--- src/design/even_odd_scanline_span_fill_top_defines.svh ---
// Assertion helpers used by the top-level RTL file.
`ifndef EVEN_ODD_SCANLINE_SPAN_FILL_TOP_DEFINES_SVH
`define EVEN_ODD_SCANLINE_SPAN_FILL_TOP_DEFINES_SVH

// Same-cycle implication, disabled while reset is low.
`define ESF_ASSERT_IMPL(lbl, clk, rst_n, ante, cons) \
    lbl: assert property (@(posedge clk) disable iff (!rst_n) (ante) |-> (cons)) \
        else $error("assertion failed");

// Next-cycle implication, disabled while reset is low.
`define ESF_ASSERT_NEXT(lbl, clk, rst_n, ante, cons) \
    lbl: assert property (@(posedge clk) disable iff (!rst_n) (ante) |=> (cons)) \
        else $error("assertion failed");

`endif

--- src/design/esf_ram.sv ---
`default_nettype none
module esf_ram #(
    parameter int WIDTH = 16,
    parameter int DEPTH = 128
) (
    input  wire logic                     i_clk,
    input  wire logic                     i_we,
    input  wire logic [$clog2(DEPTH)-1:0] i_waddr,
    input  wire logic [WIDTH-1:0]         i_wdata,
    input  wire logic [$clog2(DEPTH)-1:0] i_raddr,
    output logic      [WIDTH-1:0]         o_rdata
);
    logic [WIDTH-1:0] r_mem [DEPTH];

    always_ff @(posedge i_clk) begin
        if (i_we) begin
            r_mem[i_waddr] <= i_wdata;
        end
        o_rdata <= r_mem[i_raddr];
    end
endmodule
`default_nettype wire

--- config.mk ---
export PLATFORM = sky130hd
export DESIGN_NAME = esf_ram
export DESIGN_NICKNAME = d
export VERILOG_FILES = /design/src/design/even_odd_scanline_span_fill_top_defines.svh /design/src/design/esf_ram.sv
export SDC_FILE = /design/constraint.sdc
export NUM_CORES = 2
export LEC_CHECK = 0
export BUFFER_PORTS_ARGS = -buffer_cell sky130_fd_sc_hd__buf_2
export CORE_MARGIN = 2
export CORE_UTILIZATION = 60
export CTS_CLUSTER_SIZE = 8
export DETAILED_ROUTE_END_ITERATION = 6
export PLACE_DENSITY = 0.76
export SLEW_MARGIN = 30
export SYNTH_ARGS = -nofsm -noshare
export SYNTH_HDL_FRONTEND = slang
export SYNTH_SLANG_ARGS = --single-unit
export TNS_END_PERCENT = 1
--- constraint.sdc ---
create_clock -name i_clk -period 3.1 [get_ports i_clk]
set_input_delay 0.31 -clock i_clk [delete_from_list [all_inputs] [get_ports i_clk]]
set_output_delay 0.31 -clock i_clk [all_outputs]
set_load 0.02 [all_outputs]
==> results.json <==
{
  "status": "finished, violations left",
  "violations": "DRC",
  "p_leak_nw": 29.0,
  "grt.total_usage_pct": 32.0,
  "criticalPathCategory": "reg2reg",
  "rows": 132,
  "dieWidth_um": 366,
  "power_density_nw_per_um2": 693,
  "numClockSinks": 2064,
  "drive_gt1_share_pct": 37.1,
  "wl_um": 215000,
  "ys_ff_latch": 2064,
  "fin_crit_ns": 2.60,
  "io_buffers": 47,
  "seqPwrFrac_pct": 48.9,
  "cts_tree": "done",
  "crit_chain": "mux4_2, mux4_2, mux4_2, mux2_2",
  "gp_congestion": 0.869,
  "netlist.area_leader.share_pct": 78.3,
  "r2r_cells": 4,
  "ios": 48,
  "min_path_cells": 1,
  "root_buffer": "clkbuf_16",
  "synthFlopType": "edfxtp_1",
  "die_h_um": 366,
  "clk_pin_slew_ns": 0.05,
  "relSlewSlack_pct": 33.8,
  "finalMaxSlewViolations": 0,
  "ir_drop_uv": 516,
  "synthTopCellsByCount": "2048 x edfxtp_1, 672 x mux4_2, 122 x nor2_1",
  "overflow": 0,
  "antenna_found_initial": 33,
  "yosysUniqueCellTypes": 17,
  "cp_common_cell": "mux4_2",
  "post_cts_buffers": 0,
  "cts.path.max_buffers": 4,
  "grt_pass1_wl_um": 300000,
  "cp.arrival_ns": 3.35,
  "seq_area_frac_synth_pct": 78.7,
  "power.share.clock_pct": 46.1,
  "setup_tns_ns": 0,
  "die_area_sq_um": 134000,
  "netSwitchingPower_mw": 13.2,
  "dp_hpwl_um": 111000,
  "synth_edf_count": 2048,
  "wl_per_cell_um": 40.1,
  "skew_ns": 0.0630,
  "yosys_warnings": 0,
  "syn-num-nets": 3118,
  "grt_max_degree": 114,
  "max-cap-violations": 0,
  "p_int_mw": 50.2,
  "cts-buffers-inserted": 308,
  "max_stage_delay_ns": 0.63,
  "tightest_slew_ns": 0.993,
  "post-synth-top-count-cell": "edfxtp_1",
  "first_iter_violations": 7060,
  "drc": 2,
  "rsz0062_at_grt": "false",
  "fin_nets": 3603,
  "num_vias": 39400,
  "core_area_sq_um": 130000,
  "hold_viol": 0,
  "h-tree-depth": 5,
  "synth_area_sq_um": 78500,
  "setup_viol": 0,
  "worst_slack_ns": 0.500,
  "fin_crit_sh_pct": 83.9,
  "worst-path-max-fanout": 1,
  "grt_pass1_vias": 40200,
  "postSynth.asyncResetShare_pct": 0,
  "post_cts_resized": 0,
  "postSynthCellCount": 3086,
  "area_growth_pct": 16.4,
  "fillers": 6908,
  "yosys.area.top_type": "edfxtp_1",
  "required_ns": 3.86,
  "clk_latency_ns": 0.93,
  "slowest_stage": "mux4_2",
  "route.antenna.remaining_nets": 0,
  "cts_hold_buf": 6,
  "first_pass_iters": 7,
  "hp-class": "in2reg",
  "p_comb_share_pct": 4.9,
  "start_util_pct": 60.6,
  "netSwitchingFraction_pct": 20.8,
  "pre_cts_slack_ns": -0.220,
  "cp-end-kind": "register",
  "synth_area_leaders": "edfxtp_1 78%, mux4_2 19%, nor2_1 0.58%, dfxtp_1 0.41%, clkbuf_1 0.39%",
  "fmax_ghz": 0.385,
  "avgSynthCellArea_sq_um": 25.4,
  "viasPerCell": 7.33,
  "start_kind": "register"
}
[path summary, 6_finish.rpt]
kind                                from                       to  slack, ns
setup reg to reg   r_mem[6][1]$_DFFE_PP_       o_rdata[1]$_DFF_P_       0.50
setup / recovery   r_mem[6][1]$_DFFE_PP_       o_rdata[1]$_DFF_P_       0.50
hold reg to reg   r_mem[47][5]$_DFFE_PP_       o_rdata[5]$_DFF_P_       1.18
hold / removal               i_wdata[10]  r_mem[71][10]$_DFFE_PP_       0.03
[metrics by stage]
step	std cells	power, mW	hold WS, ns	instance area (sq um)	util [%]
floorplan	3086	33.0	0.409	78500	-
global placement	4990	34.4	0.741	83100	64.1
detailed placement	4990	34.5	0.747	83100	64.1
CTS	5360	63.4	0.0111	91300	70.4
global route	5368	64.7	0.0494	91400	70.5
finish	5372	63.4	0.0331	91400	70.5
[cells in the final DEF (no fill, tap or decap)]
master | synthesis | routed
buf_12 | 0 | 54
or3_1 | 1 | 1
mux2_2 | 16 | 16
buf_6 | 1 | 4
clkinv_4 | 0 | 1
clkbuf_1 | 82 | 43
dfxtp_1 | 16 | 16
buf_4 | 1 | 239
edfxtp_1 | 2048 | 2048
clkbuf_16 | 0 | 317
dlygate4sd3_1 | 0 | 11
nand3_1 | 12 | 12
nor2_1 | 122 | 122
nand2_1 | 14 | 14
buf_8 | 0 | 3
buf_2 | 52 | 27
nand4_1 | 3 | 3
buf_16 | 0 | 1
inv_6 | 0 | 3
mux4_2 | 672 | 672
nand2b_1 | 2 | 2
nor2b_1 | 7 | 7
nor3_2 | 0 | 9
diode_2 | 0 | 5
[per-layer routing]
layer  track usage [%]  share of wire, %
met1              43.7                34
met2              49.6                48
met3              9.84                13
met4              12.0               4.2
met5                 0              0.12
[worst max-delay path: cells and delay by family (launching register included)]
kind | cells | cell delay (ns)
multiplexers | 4 | 2.04
flip-flops | 1 | 0.38
[cell type report]
cell class / instances / area, sq um / share of cell area, %
Antenna cell: 5 / 12.5 / 0.0137
Clock buffer: 360 / 8090 / 8.85
Clock inverter: 4 / 35.0 / 0.0383
Multi-Input combinational cell: 858 / 16100 / 17.6
Sequential cell: 2064 / 61800 / 67.6
Tap cell: 1742 / 2180 / 2.38
Timing Repair Buffer: 339 / 3240 / 3.54
[cell families (layout without fill, tap and decap cells)]
group,Yosys count,count (layout),synth area share (%)
other,0,5,0
buffers and inverters,164,703,0.881
multiplexers,688,688,19.5
flip-flops,2064,2064,78.7
AND/OR/NAND/NOR,170,170,0.888
[registers in the layout, indices dropped and copies added (netlist names)]
signal and count:
o_rdata 16, r_mem 2048
[power by group through the flow]
stage | combinational (mW) | clock, mW | sequential [mW]
global placement | 2.89 | 0 | 31.5
CTS | 3.07 | 29.3 | 31.0
detailed placement | 2.98 | 0 | 31.5
floorplan | 1.51 | 0 | 31.5
finish | 3.13 | 29.2 | 31.0
global route | 3.22 | 30.5 | 31.0
No activity file was read; power rests on OpenSTA's default activity.
