===== config.mk =====
export PLATFORM = sky130hd
export DESIGN_NAME = esf_div
export DESIGN_NICKNAME = d
export VERILOG_FILES = /design/src/design/even_odd_scanline_span_fill_top_defines.svh /design/src/design/esf_div.sv
export SDC_FILE = /design/constraint.sdc
export NUM_CORES = 1
export LEC_CHECK = 0
export ABC_AREA = 1
export BUFFER_PORTS_ARGS = -buffer_cell sky130_fd_sc_hd__buf_2
export CORE_MARGIN = 2
export CORE_UTILIZATION = 50
export DETAILED_ROUTE_END_ITERATION = 8
export HOLD_SLACK_MARGIN = 0.12
export PLACE_DENSITY = 0.74
export SYNTH_ARGS = -nofsm -noshare
export SYNTH_HDL_FRONTEND = slang
export SYNTH_SLANG_ARGS = --single-unit

===== constraint.sdc =====
create_clock -name i_clk -period 4.9 [get_ports i_clk]
set_input_delay 0.735 -clock i_clk [delete_from_list [all_inputs] [get_ports i_clk]]
set_output_delay 0.735 -clock i_clk [all_outputs]
set_load 0.01 [all_outputs]

===== src/design/even_odd_scanline_span_fill_top_defines.svh =====
// Assertion helpers used by the top-level RTL file.
`ifndef EVEN_ODD_SCANLINE_SPAN_FILL_TOP_DEFINES_SVH
`define EVEN_ODD_SCANLINE_SPAN_FILL_TOP_DEFINES_SVH

// Same-cycle implication, disabled while reset is low.
`define ESF_ASSERT_IMPL(lbl, clk, rst_n, ante, cons) \
    lbl: assert property (@(posedge clk) disable iff (!rst_n) (ante) |-> (cons)) \
        else $error("assertion failed");

// Next-cycle implication, disabled while reset is low.
`define ESF_ASSERT_NEXT(lbl, clk, rst_n, ante, cons) \
    lbl: assert property (@(posedge clk) disable iff (!rst_n) (ante) |=> (cons)) \
        else $error("assertion failed");

`endif


===== src/design/esf_div.sv =====
`default_nettype none
module esf_div (
    input  wire logic        i_clk,
    input  wire logic        i_rst_n,
    input  wire logic        i_start,
    input  wire logic [31:0] i_dividend,
    input  wire logic [15:0] i_divisor,
    output logic             o_done,
    output logic [31:0]      o_quot
);
    logic [16:0] r_rem;
    logic [31:0] r_quot;
    logic [15:0] r_div;
    logic [4:0]  r_cnt;
    logic        r_busy;
    logic [16:0] rem_sh;
    logic        fits;

    assign rem_sh = {r_rem[15:0], r_quot[31]};
    assign fits   = rem_sh >= {1'b0, r_div};
    assign o_quot = r_quot;

    always_ff @(posedge i_clk) begin
        if (!i_rst_n) begin
            r_busy <= 1'b0;
            o_done <= 1'b0;
            r_cnt  <= '0;
        end else begin
            o_done <= 1'b0;
            if (i_start) begin
                r_busy <= 1'b1;
                r_rem  <= '0;
                r_quot <= i_dividend;
                r_div  <= i_divisor;
                r_cnt  <= 5'd31;
            end else if (r_busy) begin
                // one quotient bit per cycle
                r_rem  <= fits ? (rem_sh - {1'b0, r_div}) : rem_sh;
                r_quot <= {r_quot[30:0], fits};
                r_cnt  <= r_cnt - 5'd1;
                if (r_cnt == 5'd0) begin
                    r_busy <= 1'b0;
                    o_done <= 1'b1;
                end
            end
        end
    end
endmodule
`default_nettype wire


==> results.yml <==
placed_design:
  hpwl_um: 6480
  place_congestion: 0.862
  dpl-instance-area_mm2: 0.00465
  port_buffers: 83
floorplan:
  boundaryPins: 84
  dieArea_mm2: 0.00905
  dieHeight_um: 95.1
  rows: 33
  start_util_pct: 51.0
  fp.coreArea_mm2: 0.00813
  die_w_um: 95.1
clocking:
  cts_sinks: 71
  post_cts_buffers: 0
  ctsResizeCount: 0
  clk_pin_slew_ns: 0.07
  cts_buffers: 9
  clk_latency_ns: 0.35
  cts_root_buf: "clkbuf_8"
  cts_tree: "yes"
  htree_levels: 3
  clock_path_buffers: 2
  postCtsHoldBufs: 0
global_route:
  antenna_found_initial: 0
  overflow: 0
  grt_pass1_vias: 3329
  grt.total_usage_pct: 21.6
  grt_pass1_wl_um: 15200
  grt_max_degree: 51
sta:
  fin_skew_ns: 0.0118
  setup_viol: 0
  slew-limit-headroom_pct: 48.3
  rsz0062_at_grt: "false"
  drv_slew: 0
  worst_pin_slew_ns: 0.774
  hold_viol: 0
  finalCritPeriodShare_pct: 53.8
  fin_tns_setup_ns: 0
  min_period_ns: 2.64
  max_freq_mhz: 379
yosys:
  yosysSeqAreaShare_pct: 49.7
  yosys.area.top_type: "edfxtp_1"
  ys.flop_type: "edfxtp_1"
  syn-num-nets: 585
  yosys_register_bits: 71
  synth_edf_count: 64
  synth_common_cells: "206 x nand2_1, 68 x inv_1, 64 x edfxtp_1"
  synth_area_per_cell_um2: 8.06
  synthArstFlopShare_pct: 0
  synth_area_mm2: 0.00415
  ys_top_cells_by_area: "edfxtp_1 46%, nand2_1 19%, inv_1 6.1%"
  synthMostInstantiatedCell: "nand2_1"
  yosysUniqueCellTypes: 33
  yosys_warnings: 0
  synth_top_area_share_pct: 46.3
  syn-instance-count: 515
worst_setup_path:
  cp_max_fo: 38
  slowest_stage: "a21oi_4"
  critical_path_required_ns: 4.92
  endpoint_kind: "flop"
  arrival_ns: 2.65
  cp_cell_sequence: "buf_2 > clkinv_1 > a21oi_4 > buf_4"
  worst-path-buf-inv: 3
  worstReg2RegStart: "r_rem[3]"
  crit_type: "in2reg"
  max_stage_delay_ns: 0.68
  start_kind: "input port"
  reg2regPathDepth: 12
  ff2ff_setup_slack_ns: 2.55
  reg2reg_to: "r_rem[5]"
  critPathTopFamily: "buffers and inverters"
finish:
  area_growth_syn_to_layout_pct: 16.9
  diodes: 0
  finish.instance_area_mm2: 0.00485
  nets: 669
  drive_gt1_share_pct: 21.2
drt:
  vias: 3484
  ant_nets: 0
  drtIter0Drc: 209
  drtPass1Iterations: 6
  drc: 0
  vias_per_cell: 4.91
  detail_route.wl_per_cell_um: 12.8
  routed_wirelength_um: 9090
worst_hold_path:
  min_path_cells: 2
  min_path_type: "reg2reg"
  worstHoldEndpoint: "r_cnt[4]"
  hold_start: "r_cnt[4]"
power:
  seqPwrFrac_pct: 46.5
  p_int_mw: 1.10
  vdd_drop_max_mv: 0.179
  combPwrFrac_pct: 23.2
  p_leak_nw: 2.49
  power.share.clock_pct: 30.2
  pwr_density_cell_mw_per_mm2: 329
  p_sw_share_pct: 30.9
  switching_power_mw: 0.493
  total_power_mw: 1.60
job:
  maxCapViolations: 0
run_status:
  status: "complete, no violations"
area by class of cell:
cell class | instances | area (µm²)
Tap cell | 105 | 131
Sequential cell | 71 | 2060
Clock buffer | 11 | 141
Fill cell | 718 | 3280
Clock inverter | 5 | 58.8
Multi-Input combinational cell | 352 | 1730
Timing Repair Buffer | 85 | 430
Inverter | 80 | 300
cells in the final DEF, fill, tap and decap left out, types with 10 or more instances in the layout:
cell type | netlist | final
ha_1 | 18 | 18
nand2_1 | 206 | 206
edfxtp_1 | 64 | 64
a21oi_1 | 11 | 10
nand3_1 | 18 | 18
inv_1 | 68 | 68
buf_2 | 2 | 83
clkbuf_8 | 0 | 10
nor2_1 | 49 | 49
inv_2 | 11 | 11
power groups by stage:
| stage | clock (mW) | sequential (mW) | combinational, mW |
|---|---|---|---|
| floorplan | 0 | 0.761 | 0.264 |
| global placement | 0 | 0.754 | 0.360 |
| detailed placement | 0 | 0.755 | 0.369 |
| CTS | 0.494 | 0.743 | 0.371 |
| global route | 0.514 | 0.748 | 0.420 |
| finish | 0.482 | 0.743 | 0.371 |
tightest hold or removal path, cell delays in order (launching register included):
cell	delay, ns
dfxtp_1	0.31
nand2_1	0.06
a31oi_1	0.06
metrics by stage:
step	std cells	util [%]	hold slack [ns]	setup WS, ns
after global placement	693	57.2	0.466	1.96
after CTS	709	59.7	0.485	2.25
after global routing	709	59.7	0.518	2.07
final	709	59.7	0.485	2.26
after detailed placement	693	57.2	0.478	1.87
after floorplan	515	-	0.450	1.20
per-layer routing:
metal	routed length [µm]	track usage (%)
met3	614	5.77
met5	0	0
met1	4040	28.4
met2	4280	34.2
met4	159	8.57
kinds of logic after synthesis:
| family | share of synthesized area, % |
|---|---|
| AO/OA/AOI/OAI | 2.50 |
| XOR/XNOR | 1.27 |
| adder cells (fa/ha/maj) | 5.91 |
| buffers and inverters | 8.92 |
| flip-flops | 49.7 |
| AND/OR/NAND/NOR | 31.7 |
how the worst max path moves through the flow:
stage | from | endpoint | slack, ns | cells past startpoint
finish | i_start | r_rem[11] | 2.26 | 4
global route | i_start | r_rem[14] | 2.07 | 4
CTS | i_start | r_rem[11] | 2.25 | 4
detailed placement | i_start | r_rem[3] | 1.87 | 4
global placement | i_start | r_rem[3] | 1.96 | 4
floorplan | i_start | r_busy | 1.20 | 4
flip-flops by register name, summed over array words and instances, names as in the netlist:
name	count
o_quot	32
r_cnt	5
r_busy	1
o_done	1
r_rem	16
r_div	16
Note: power is estimated with default switching activity, not from simulation.
